**src/rtl/psbag_pkg.sv**
```systemverilog
package psbag_pkg;

    // register field widths
    localparam int WIDTH_W = 11;
    localparam int HEIGHT_W = 11;
    localparam int OFS_W = 10;
    localparam int DEST_W = 12;
    localparam int SCALE_W = 3;
    localparam int PITCH_W = 13;
    localparam int PLANE_W = WIDTH_W - 2;

    // register indexes
    localparam logic [2:0] REG_ORIG_WIDTH = 3'd0;
    localparam logic [2:0] REG_ORIG_HEIGHT = 3'd1;
    localparam logic [2:0] REG_SRC_X = 3'd2;
    localparam logic [2:0] REG_SRC_Y = 3'd3;
    localparam logic [2:0] REG_DEST_X = 3'd4;
    localparam logic [2:0] REG_DEST_Y = 3'd5;
    localparam logic [2:0] REG_SCALE = 3'd6;
    localparam logic [2:0] REG_LINE_PITCH = 3'd7;

    // access kinds on the output stream
    localparam logic KIND_SRC_READ = 1'b0;
    localparam logic KIND_DST_WRITE = 1'b1;

    // queue between front and back
    localparam int QUEUE_DEPTH = 4;
    localparam int QPTR_W = 2;
    localparam int QLVL_W = 3;

    typedef struct packed {
        logic [WIDTH_W-1:0]  orig_width;
        logic [HEIGHT_W-1:0] orig_height;
        logic [OFS_W-1:0]    src_x;
        logic [OFS_W-1:0]    src_y;
        logic [DEST_W-1:0]   dest_x;
        logic [DEST_W-1:0]   dest_y;
        logic [SCALE_W-1:0]  scale;
        logic [PITCH_W-1:0]  line_pitch;
    } t_cfg;

    // zero counts as one, anything above the limit is clipped
    function automatic logic [SCALE_W-1:0] sat_scale(input logic [SCALE_W-1:0] s,
                                                     input logic [SCALE_W-1:0] mx);
        logic [SCALE_W-1:0] r;
        r = s;
        if (r == '0) begin
            r = SCALE_W'(1);
        end
        if (r > mx) begin
            r = mx;
        end
        return r;
    endfunction

endpackage

```
**src/rtl/psbag_cfg.sv**
```systemverilog
module psbag_cfg
    import psbag_pkg::*;
(
    input  logic        i_clk,
    input  logic        i_rst_n,
    input  logic        psel,
    input  logic        penable,
    input  logic        pwrite,
    input  logic [4:0]  paddr,
    input  logic [31:0] pwdata,
    output logic [31:0] prdata,
    output logic        pready,
    output t_cfg        o_cfg
);

    t_cfg       r_cfg;
    logic [2:0] w_idx;

    assign w_idx = paddr[4:2];
    assign pready = 1'b1;
    assign o_cfg = r_cfg;

    // register writes on the access cycle
    always_ff @(posedge i_clk) begin
        if (!i_rst_n) begin
            r_cfg.orig_width <= WIDTH_W'(320);
            r_cfg.orig_height <= HEIGHT_W'(200);
            r_cfg.src_x <= '0;
            r_cfg.src_y <= '0;
            r_cfg.dest_x <= '0;
            r_cfg.dest_y <= '0;
            r_cfg.scale <= SCALE_W'(1);
            r_cfg.line_pitch <= PITCH_W'(320);
        end else if (psel && penable && pwrite) begin
            case (w_idx)
                REG_ORIG_WIDTH: r_cfg.orig_width <= pwdata[WIDTH_W-1:0];
                REG_ORIG_HEIGHT: r_cfg.orig_height <= pwdata[HEIGHT_W-1:0];
                REG_SRC_X: r_cfg.src_x <= pwdata[OFS_W-1:0];
                REG_SRC_Y: r_cfg.src_y <= pwdata[OFS_W-1:0];
                REG_DEST_X: r_cfg.dest_x <= pwdata[DEST_W-1:0];
                REG_DEST_Y: r_cfg.dest_y <= pwdata[DEST_W-1:0];
                REG_SCALE: r_cfg.scale <= pwdata[SCALE_W-1:0];
                REG_LINE_PITCH: r_cfg.line_pitch <= pwdata[PITCH_W-1:0];
                default: ;
            endcase
        end
    end

    // read back
    always_comb begin
        case (w_idx)
            REG_ORIG_WIDTH: prdata = 32'(r_cfg.orig_width);
            REG_ORIG_HEIGHT: prdata = 32'(r_cfg.orig_height);
            REG_SRC_X: prdata = 32'(r_cfg.src_x);
            REG_SRC_Y: prdata = 32'(r_cfg.src_y);
            REG_DEST_X: prdata = 32'(r_cfg.dest_x);
            REG_DEST_Y: prdata = 32'(r_cfg.dest_y);
            REG_SCALE: prdata = 32'(r_cfg.scale);
            REG_LINE_PITCH: prdata = 32'(r_cfg.line_pitch);
            default: prdata = '0;
        endcase
    end

endmodule

```
**src/rtl/psbag_front.sv**
```systemverilog
module psbag_front
    import psbag_pkg::*;
#(
    parameter int ADDR_BITS = 24,
    parameter int COORD_BITS = 10
) (
    input  logic                   i_clk,
    input  logic                   i_rst_n,
    input  t_cfg                   i_cfg,
    input  logic [SCALE_W-1:0]     i_scale,
    input  logic                   i_valid,
    output logic                   o_ready,
    input  logic [COORD_BITS-1:0]  i_col,
    input  logic [COORD_BITS-1:0]  i_row,
    input  logic [QLVL_W-1:0]      i_q_level,
    output logic                   o_push,
    output logic [2*ADDR_BITS-1:0] o_push_data
);

    localparam int CW = ((COORD_BITS > OFS_W) ? COORD_BITS : OFS_W) + 1;
    localparam int PW = CW + PLANE_W;
    localparam int QHW = PLANE_W + HEIGHT_W;
    localparam int LW = ((COORD_BITS + SCALE_W > DEST_W) ? COORD_BITS + SCALE_W : DEST_W) + 1;
    localparam int SW = ((PW > QHW + 1) ? PW : QHW + 1) + 2;
    localparam int DW = LW + PITCH_W + 1;

    logic               r_v;
    logic [PW-1:0]      r_p1;
    logic [QHW-1:0]     r_qh;
    logic [CW-1:0]      r_c;
    logic [LW-1:0]      r_line0;
    logic [LW-1:0]      r_dcol;

    logic [PLANE_W-1:0] w_q;
    logic [CW-1:0]      w_ry;
    logic               w_take;
    logic [SW-1:0]      w_plane_ofs;
    logic [SW-1:0]      w_src;
    logic [DW-1:0]      w_dst;

    // room left for the item in flight and the new one
    assign o_ready = (i_q_level + QLVL_W'(r_v)) < QLVL_W'(QUEUE_DEPTH);
    assign w_take = i_valid && o_ready;

    assign w_q = i_cfg.orig_width[WIDTH_W-1:2];
    assign w_ry = CW'(i_row) + CW'(i_cfg.src_y);

    // stage one: products of coordinates and registers
    always_ff @(posedge i_clk) begin
        if (!i_rst_n) begin
            r_v <= 1'b0;
        end else begin
            r_v <= w_take;
        end
    end

    always_ff @(posedge i_clk) begin
        r_p1 <= PW'(w_ry) * PW'(w_q);
        r_qh <= QHW'(w_q) * QHW'(i_cfg.orig_height);
        r_c <= CW'(i_col) + CW'(i_cfg.src_x);
        r_line0 <= LW'(i_row) * LW'(i_scale) + LW'(i_cfg.dest_y);
        r_dcol <= LW'(i_col) * LW'(i_scale) + LW'(i_cfg.dest_x);
    end

    // stage two: plane offset, source sum and first destination address
    assign w_plane_ofs = (r_c[1] ? SW'({r_qh, 1'b0}) : '0) + (r_c[0] ? SW'(r_qh) : '0);
    assign w_src = SW'(r_p1) + SW'(r_c[CW-1:2]) + w_plane_ofs;
    assign w_dst = DW'(r_line0) * DW'(i_cfg.line_pitch) + DW'(r_dcol);

    assign o_push = r_v;
    assign o_push_data = {ADDR_BITS'(w_dst), ADDR_BITS'(w_src)};

endmodule

```
**src/rtl/psbag_queue.sv**
```systemverilog
module psbag_queue
    import psbag_pkg::*;
#(
    parameter int DATA_W = 48
) (
    input  logic              i_clk,
    input  logic              i_rst_n,
    input  logic              i_push,
    input  logic [DATA_W-1:0] i_data,
    input  logic              i_pop,
    output logic [DATA_W-1:0] o_data,
    output logic              o_empty,
    output logic [QLVL_W-1:0] o_level
);

    logic [DATA_W-1:0] r_mem [QUEUE_DEPTH];
    logic [QPTR_W-1:0] r_wr;
    logic [QPTR_W-1:0] r_rd;
    logic [QLVL_W-1:0] r_level;

    assign o_data = r_mem[r_rd];
    assign o_empty = (r_level == '0);
    assign o_level = r_level;

    // pointers and fill level
    always_ff @(posedge i_clk) begin
        if (!i_rst_n) begin
            r_wr <= '0;
            r_rd <= '0;
            r_level <= '0;
        end else begin
            if (i_push) begin
                r_wr <= r_wr + QPTR_W'(1);
            end
            if (i_pop) begin
                r_rd <= r_rd + QPTR_W'(1);
            end
            r_level <= r_level + QLVL_W'(i_push) - QLVL_W'(i_pop);
        end
    end

    // entry storage
    always_ff @(posedge i_clk) begin
        if (i_push) begin
            r_mem[r_wr] <= i_data;
        end
    end

endmodule

```
**src/rtl/psbag_back.sv**
```systemverilog
module psbag_back
    import psbag_pkg::*;
#(
    parameter int ADDR_BITS = 24
) (
    input  logic                   i_clk,
    input  logic                   i_rst_n,
    input  logic [SCALE_W-1:0]     i_scale,
    input  logic [PITCH_W-1:0]     i_pitch,
    input  logic                   i_q_empty,
    input  logic [2*ADDR_BITS-1:0] i_q_data,
    output logic                   o_pop,
    output logic                   o_valid,
    input  logic                   i_ready,
    output logic [ADDR_BITS-1:0]   o_addr,
    output logic                   o_kind,
    output logic                   o_last
);

    logic                 r_active, n_active;
    logic [SCALE_W-1:0]   r_m, n_m;
    logic [SCALE_W-1:0]   r_n, n_n;
    logic [ADDR_BITS-1:0] r_cur, n_cur;
    logic [ADDR_BITS-1:0] r_row, n_row;
    logic                 r_o_valid, n_o_valid;
    logic [ADDR_BITS-1:0] r_o_addr, n_o_addr;
    logic                 r_o_kind, n_o_kind;
    logic                 r_o_last, n_o_last;

    logic                 w_free;
    logic [SCALE_W-1:0]   w_top;
    logic                 w_fin;
    logic [ADDR_BITS-1:0] w_next_row;

    assign w_free = !r_o_valid || i_ready;
    assign w_top = i_scale - SCALE_W'(1);
    assign w_fin = (r_m == w_top) && (r_n == w_top);
    assign w_next_row = r_row + ADDR_BITS'(i_pitch);

    // walk one address per cycle while the output is free: source read, then the destination block
    always_comb begin
        n_active = r_active;
        n_m = r_m;
        n_n = r_n;
        n_cur = r_cur;
        n_row = r_row;
        n_o_valid = r_o_valid;
        n_o_addr = r_o_addr;
        n_o_kind = r_o_kind;
        n_o_last = r_o_last;
        o_pop = 1'b0;
        if (w_free) begin
            if (r_active) begin
                n_o_valid = 1'b1;
                n_o_addr = r_cur;
                n_o_kind = KIND_DST_WRITE;
                n_o_last = w_fin;
                if (w_fin) begin
                    n_active = 1'b0;
                end else if (r_n == w_top) begin
                    n_n = '0;
                    n_m = r_m + SCALE_W'(1);
                    n_row = w_next_row;
                    n_cur = w_next_row;
                end else begin
                    n_n = r_n + SCALE_W'(1);
                    n_cur = r_cur + ADDR_BITS'(1);
                end
            end else if (!i_q_empty) begin
                o_pop = 1'b1;
                n_o_valid = 1'b1;
                n_o_addr = i_q_data[ADDR_BITS-1:0];
                n_o_kind = KIND_SRC_READ;
                n_o_last = 1'b0;
                n_active = 1'b1;
                n_m = '0;
                n_n = '0;
                n_cur = i_q_data[2*ADDR_BITS-1:ADDR_BITS];
                n_row = i_q_data[2*ADDR_BITS-1:ADDR_BITS];
            end else begin
                n_o_valid = 1'b0;
            end
        end
    end

    always_ff @(posedge i_clk) begin
        if (!i_rst_n) begin
            r_active <= 1'b0;
            r_o_valid <= 1'b0;
        end else begin
            r_active <= n_active;
            r_o_valid <= n_o_valid;
        end
    end

    always_ff @(posedge i_clk) begin
        r_m <= n_m;
        r_n <= n_n;
        r_cur <= n_cur;
        r_row <= n_row;
        r_o_addr <= n_o_addr;
        r_o_kind <= n_o_kind;
        r_o_last <= n_o_last;
    end

    assign o_valid = r_o_valid;
    assign o_addr = r_o_addr;
    assign o_kind = r_o_kind;
    assign o_last = r_o_last;

endmodule

```
**src/rtl/planar_scaled_blit_address_gen.sv**
```systemverilog
// Blit address generator for a four-plane source image. Each input transfer names one
// pixel of the copied rectangle (column in the low bits, row above it). For every pixel
// the output stream carries first the plane-interleaved source read address (tuser 0),
// then scale*scale destination write addresses (tuser 1), row by row, with tlast on the
// final one. Addresses wrap at ADDR_BITS. The output emits one address per cycle while
// the receiver is ready; the back-end address walker pops the next pixel only after the
// last destination address of the current one. The front end takes one pixel per cycle
// while the queue has room, through two stages of multiplies into a four-entry queue and
// on to the output register. Registers sit on the APB port at byte address 4*index and
// may be written only while the block is idle.
module planar_scaled_blit_address_gen
    import psbag_pkg::*;
#(
    parameter int ADDR_BITS = 24,
    parameter int COORD_BITS = 10,
    parameter int MAX_SCALE = 7
) (
    input  logic                                  i_clk,
    input  logic                                  i_rst_n,
    input  logic                                  psel,
    input  logic                                  penable,
    input  logic                                  pwrite,
    input  logic [4:0]                            paddr,
    input  logic [31:0]                           pwdata,
    output logic [31:0]                           prdata,
    output logic                                  pready,
    input  logic                                  i_s_axis_tvalid,
    output logic                                  o_s_axis_tready,
    // col_index, row_index
    input  logic [((2*COORD_BITS+7)/8)*8-1:0]     i_s_axis_tdata,
    output logic                                  o_m_axis_tvalid,
    input  logic                                  i_m_axis_tready,
    // address
    output logic [((ADDR_BITS+7)/8)*8-1:0]        o_m_axis_tdata,
    // access_kind
    output logic [0:0]                            o_m_axis_tuser,
    output logic                                  o_m_axis_tlast
);

    localparam int OUT_W = ((ADDR_BITS + 7) / 8) * 8;

    t_cfg                   w_cfg;
    logic [SCALE_W-1:0]     w_scale;
    logic                   w_push;
    logic [2*ADDR_BITS-1:0] w_push_data;
    logic                   w_pop;
    logic [2*ADDR_BITS-1:0] w_q_data;
    logic                   w_q_empty;
    logic [QLVL_W-1:0]      w_q_level;
    logic [ADDR_BITS-1:0]   w_addr;
    logic                   w_kind;

    // register file
    psbag_cfg u_cfg (
        .i_clk   (i_clk),
        .i_rst_n (i_rst_n),
        .psel    (psel),
        .penable (penable),
        .pwrite  (pwrite),
        .paddr   (paddr),
        .pwdata  (pwdata),
        .prdata  (prdata),
        .pready  (pready),
        .o_cfg   (w_cfg)
    );

    // effective magnification
    assign w_scale = sat_scale(w_cfg.scale, SCALE_W'(MAX_SCALE));

    // front end: address precompute per pixel
    psbag_front #(
        .ADDR_BITS  (ADDR_BITS),
        .COORD_BITS (COORD_BITS)
    ) u_front (
        .i_clk       (i_clk),
        .i_rst_n     (i_rst_n),
        .i_cfg       (w_cfg),
        .i_scale     (w_scale),
        .i_valid     (i_s_axis_tvalid),
        .o_ready     (o_s_axis_tready),
        .i_col       (i_s_axis_tdata[COORD_BITS-1:0]),
        .i_row       (i_s_axis_tdata[2*COORD_BITS-1:COORD_BITS]),
        .i_q_level   (w_q_level),
        .o_push      (w_push),
        .o_push_data (w_push_data)
    );

    // queue between front and back
    psbag_queue #(
        .DATA_W (2 * ADDR_BITS)
    ) u_queue (
        .i_clk   (i_clk),
        .i_rst_n (i_rst_n),
        .i_push  (w_push),
        .i_data  (w_push_data),
        .i_pop   (w_pop),
        .o_data  (w_q_data),
        .o_empty (w_q_empty),
        .o_level (w_q_level)
    );

    // back end: address walker and output register
    psbag_back #(
        .ADDR_BITS (ADDR_BITS)
    ) u_back (
        .i_clk     (i_clk),
        .i_rst_n   (i_rst_n),
        .i_scale   (w_scale),
        .i_pitch   (w_cfg.line_pitch),
        .i_q_empty (w_q_empty),
        .i_q_data  (w_q_data),
        .o_pop     (w_pop),
        .o_valid   (o_m_axis_tvalid),
        .i_ready   (i_m_axis_tready),
        .o_addr    (w_addr),
        .o_kind    (w_kind),
        .o_last    (o_m_axis_tlast)
    );

    assign o_m_axis_tdata = OUT_W'(w_addr);
    assign o_m_axis_tuser = w_kind;

endmodule

```
**config.mk**
```make
export PLATFORM = sky130hd
export DESIGN_NAME = planar_scaled_blit_address_gen
export DESIGN_NICKNAME = d
export VERILOG_FILES = /design/src/rtl/psbag_pkg.sv /design/src/rtl/psbag_cfg.sv /design/src/rtl/psbag_front.sv /design/src/rtl/psbag_queue.sv /design/src/rtl/psbag_back.sv /design/src/rtl/planar_scaled_blit_address_gen.sv
export SDC_FILE = /design/constraint.sdc
export NUM_CORES = 2
export LEC_CHECK = 0
export BUFFER_PORTS_ARGS = -buffer_cell sky130_fd_sc_hd__buf_2
export CAP_MARGIN = 20
export CORE_MARGIN = 2
export CORE_UTILIZATION = 30
export CTS_BUF_LIST = sky130_fd_sc_hd__clkbuf_8
export DETAILED_ROUTE_END_ITERATION = 12
export GPL_TIMING_DRIVEN = 0
export PLACE_DENSITY = 0.45
export SYNTH_ARGS = -nofsm -noshare
export SYNTH_HDL_FRONTEND = slang
export SYNTH_HIERARCHICAL = 1
export SYNTH_SLANG_ARGS = --single-unit
```
**constraint.sdc**
```tcl
create_clock -name i_clk -period 7.4 [get_ports i_clk]
set_input_delay 1.11 -clock i_clk [delete_from_list [all_inputs] [get_ports i_clk]]
set_output_delay 1.11 -clock i_clk [all_outputs]
set_load 0.03 [all_outputs]
```
==> results.py <==
metrics = {
    "floorplanning": {
        "ios": 129,
        "die_w_um": 346,
        "rows": 125,
        "initial_core_util": 0.302,
        "dieArea_sq_mm": 0.120,
        "placeableCoreArea_sq_mm": 0.116,
        "dieHeight_um": 346,
    },
    "worst_setup_path": {
        "cp-start-kind": "input port",
        "endpoint_kind": "flop",
        "crit_fanout": 10,
        "critical_path_class": "in -> reg",
        "r2r_slack_ns": 0.50,
        "cp.arrival_ns": 7.56,
        "required_ns": 7.87,
    },
    "detailed_routing": {
        "wl_per_cell_um": 19.8,
        "via_count": 24200,
        "route.detailed.drc": 0,
        "drtIter0Drc": 1522,
        "antenna_left": 0,
        "drt-total-wl_um": 101000,
        "viasPerCell": 4.73,
        "drt_first_pass_iters": 5,
    },
    "pwr": {
        "p_leak_nw": 16.9,
        "powerDensity_mw_per_mm2": 246,
        "sw_frac_of_total": 0.367,
        "sequentialPowerShare": 0.377,
        "ir_worst_vdd_mv": 0.146,
        "power.switching_mw": 3.54,
        "p_comb_frac": 0.368,
        "p_total_mw": 9.66,
        "p_int_mw": 6.12,
        "clkPwrFrac": 0.254,
    },
    "global_routing": {
        "grt_max_degree": 49,
        "grt_pass1_vias": 25100,
        "grt-ovfl-total": 0,
        "track_usage": 0.170,
        "antenna_found_initial": 14,
        "grt_pass1_wl_um": 155000,
    },
    "timing": {
        "rsz0062_at_grt": "no",
        "slew_viol_final": 0,
        "final_hold_viol_count": 0,
        "finalCritPeriodShare": 0.958,
        "slew_headroom": 0.367,
        "post-route-worst-setup-slack_ns": 0.313,
        "finalSetupTns_ns": 0,
        "worst_pin_slew_ns": 0.950,
        "fin_crit_ns": 7.09,
        "max_freq_mhz": 141,
        "hold_slack_ns": 0.461,
        "fin_skew_ns": 0.0806,
        "setup_viol": 0,
    },
    "clock_tree": {
        "cts.hold.buffers_added": 0,
        "clockBufferDepth": 3,
        "cts_tree": "done",
        "cts_root_buf": "clkbuf_8",
        "clock_latency_ns": 0.71,
        "path_clk_slew_ns": 0.06,
        "cts.sink_count": 445,
        "htree_num_levels": 3,
        "cts_made_buffers": 80,
    },
    "cells_and_area": {
        "final_cell_area_sq_mm": 0.0393,
        "areaGrowthSynthToFinish_pct": 12.0,
        "stdcell_count": 5116,
        "utilization": 0.339,
        "layout_common_cells": "inv_1, nand2_1, fa_1",
        "final_common_cell": "inv_1",
        "fin_nets": 4192,
        "layout-drive-gt1-share": 0.108,
    },
    "place": {
        "place_congestion": 0.868,
        "portBuffers": 79,
        "hpwl_um": 79300,
        "dpl.cell_count": 4967,
        "post-place-ws_ns": -0.685,
        "place_area_sq_mm": 0.0375,
    },
    "yosys": {
        "synth-simple-area-share": 0.137,
        "ys_seq_area_frac": 0.331,
        "ys.flop_type": "edfxtp_1",
        "synthMuxAreaShare": 0.0473,
        "synth_top_family_by_area": "adder cells",
        "syn_area_sq_mm": 0.0351,
        "syn_inst": 3344,
        "synth_edf_count": 272,
        "synth-compound-area-share": 0.0947,
        "synth_warnings": 6,
        "synth_xor_area_frac": 0.0364,
        "synthDistinctLibCells": 93,
        "avgSynthCellArea_sq_um": 10.5,
        "synth-adder-area-share": 0.285,
        "synth-seq-cells": 445,
        "postSynth.asyncResetShare": 0,
    },
    "min_path": {
        "hold_class": "reg -> reg",
    },
    "status": {
        "status": "completed",
    },
    "run": {
        "drv_cap": 0,
    },
}
-- kinds of logic after synthesis --
family / after synthesis
compound gates: 493
xor+xnor: 144
mux: 102
simple gates: 981
buf+inv: 579
flops: 445
other cells: 3
fa+ha+maj: 597
-- sequential cells by signal (all words and copies together), names as in the netlist, 20 cells and up, named ones only --
| name | flops |
|---|---|
| u_queue/r_mem | 192 |
| u_cfg/o_cfg | 82 |
| u_back/o_addr | 24 |
| u_back/r_cur | 24 |
| u_back/r_row | 24 |
| u_front/r_p1 | 20 |
| u_front/r_qh | 20 |
-- cell usage after synthesis, types with 5 or more instances --
| master | instances | share of area |
|---|---|---|
| o31a_1 | 5 | 0.0012 |
| xnor2_1 | 95 | 0.024 |
| xor2_1 | 48 | 0.012 |
| dfxtp_1 | 173 | 0.099 |
| a31oi_1 | 14 | 0.0025 |
| buf_4 | 33 | 0.0071 |
| o21a_1 | 17 | 0.0036 |
| nand3_1 | 34 | 0.0048 |
| a211oi_1 | 13 | 0.0028 |
| o21ai_0 | 101 | 0.014 |
| a221oi_1 | 10 | 0.0025 |
| mux2i_1 | 23 | 0.0066 |
| ha_1 | 258 | 0.092 |
| a21o_1 | 35 | 0.0075 |
| buf_6 | 6 | 0.0019 |
| nor2b_1 | 35 | 0.0062 |
| o22a_1 | 5 | 0.0012 |
| nand2_1 | 423 | 0.045 |
| fa_1 | 339 | 0.19 |
| nor3_1 | 22 | 0.0031 |
| or3_1 | 11 | 0.0020 |
| mux4_2 | 48 | 0.031 |
| a211o_1 | 6 | 0.0015 |
| nand4_1 | 15 | 0.0027 |
| nand2b_1 | 18 | 0.0032 |
| edfxtp_1 | 272 | 0.23 |
| o21bai_1 | 14 | 0.0030 |
| or2_2 | 8 | 0.0014 |
| a21oi_1 | 113 | 0.016 |
| buf_2 | 15 | 0.0021 |
| mux2_2 | 31 | 0.0099 |
| and3_1 | 18 | 0.0032 |
| a21boi_1 | 23 | 0.0049 |
| o2bb2ai_1 | 11 | 0.0027 |
| and4_1 | 8 | 0.0020 |
| o211ai_1 | 7 | 0.0015 |
| inv_1 | 423 | 0.045 |
| clkbuf_1 | 96 | 0.010 |
| nor2_1 | 121 | 0.013 |
| and2_1 | 243 | 0.043 |
| a21boi_0 | 55 | 0.012 |
-- per-layer routing --
metal / part of all wire / global-route usage
met1: 0.47 / 0.238
met2: 0.46 / 0.279
met3: 0.042 / 0.0216
met4: 0.022 / 0.0433
met5: 0 / 0
-- timing repair --
item | 4_1_cts | 5_1_grt
resized for setup | 1 | 7
setup buffers | 0 | 3
pin swaps | 0 | 2
endpoints found under the setup margin | 1 | 8
-- power by group through the flow --
stage	logic [mW]	registers [mW]	clock network (mW)
2_1_floorplan	2.30	3.77	0
3_3_place_gp	3.55	3.72	0
5_1_grt	3.95	3.70	2.65
3_5_place_dp	3.61	3.71	0
4_1_cts	3.63	3.66	2.54
6_report	3.56	3.65	2.46
-- path summary, 6_finish.rpt --
| check | start | endpoint | depth (start not counted) |
|---|---|---|---|
| setup / recovery | i_s_axis_tdata[10] | u_front/r_p1[18] | 27 |
| hold / removal | u_cfg/o_cfg[72] | u_cfg/o_cfg[72] | 2 |
| setup reg to reg | u_cfg/o_cfg[42] | u_front/r_p1[18] | 24 |
| hold reg to reg | u_cfg/o_cfg[72] | u_cfg/o_cfg[72] | 2 |
-- area by class of cell --
| class | instances | area (sq um) |
|---|---|---|
| plain buffers | 154 | 788 |
| clock inverters | 52 | 423 |
| inverters | 424 | 1590 |
| multi-input cells | 2338 | 21200 |
| well taps | 1524 | 1910 |
| repair buffers | 84 | 473 |
| fillers | 11900 | 76700 |
| clock buffers | 93 | 1280 |
| flip-flops and latches | 445 | 11600 |
| diodes | 2 | 5.00 |
-- worst max-delay path, cell delays in order --
cell	delay, ns
buf_2	0.16
ha_1	0.21
inv_1	0.07
fa_1	0.20
nor2b_1	0.05
o21ai_0	0.20
a21boi_0	0.15
o21ai_0	0.28
a21oi_1	0.15
o21ai_2	0.27
clkbuf_2	0.30
nand3_1	0.14
fa_1	0.57
inv_1	0.05
fa_1	0.48
fa_1	0.54
inv_1	0.04
fa_1	0.47
inv_1	0.04
ha_1	0.34
o21a_1	0.14
o31a_1	0.20
o211ai_1	0.20
a211o_1	0.39
a21oi_1	0.28
nor4_1	0.08
a311o_1	0.43
Note: power is estimated with default switching activity, not from simulation.
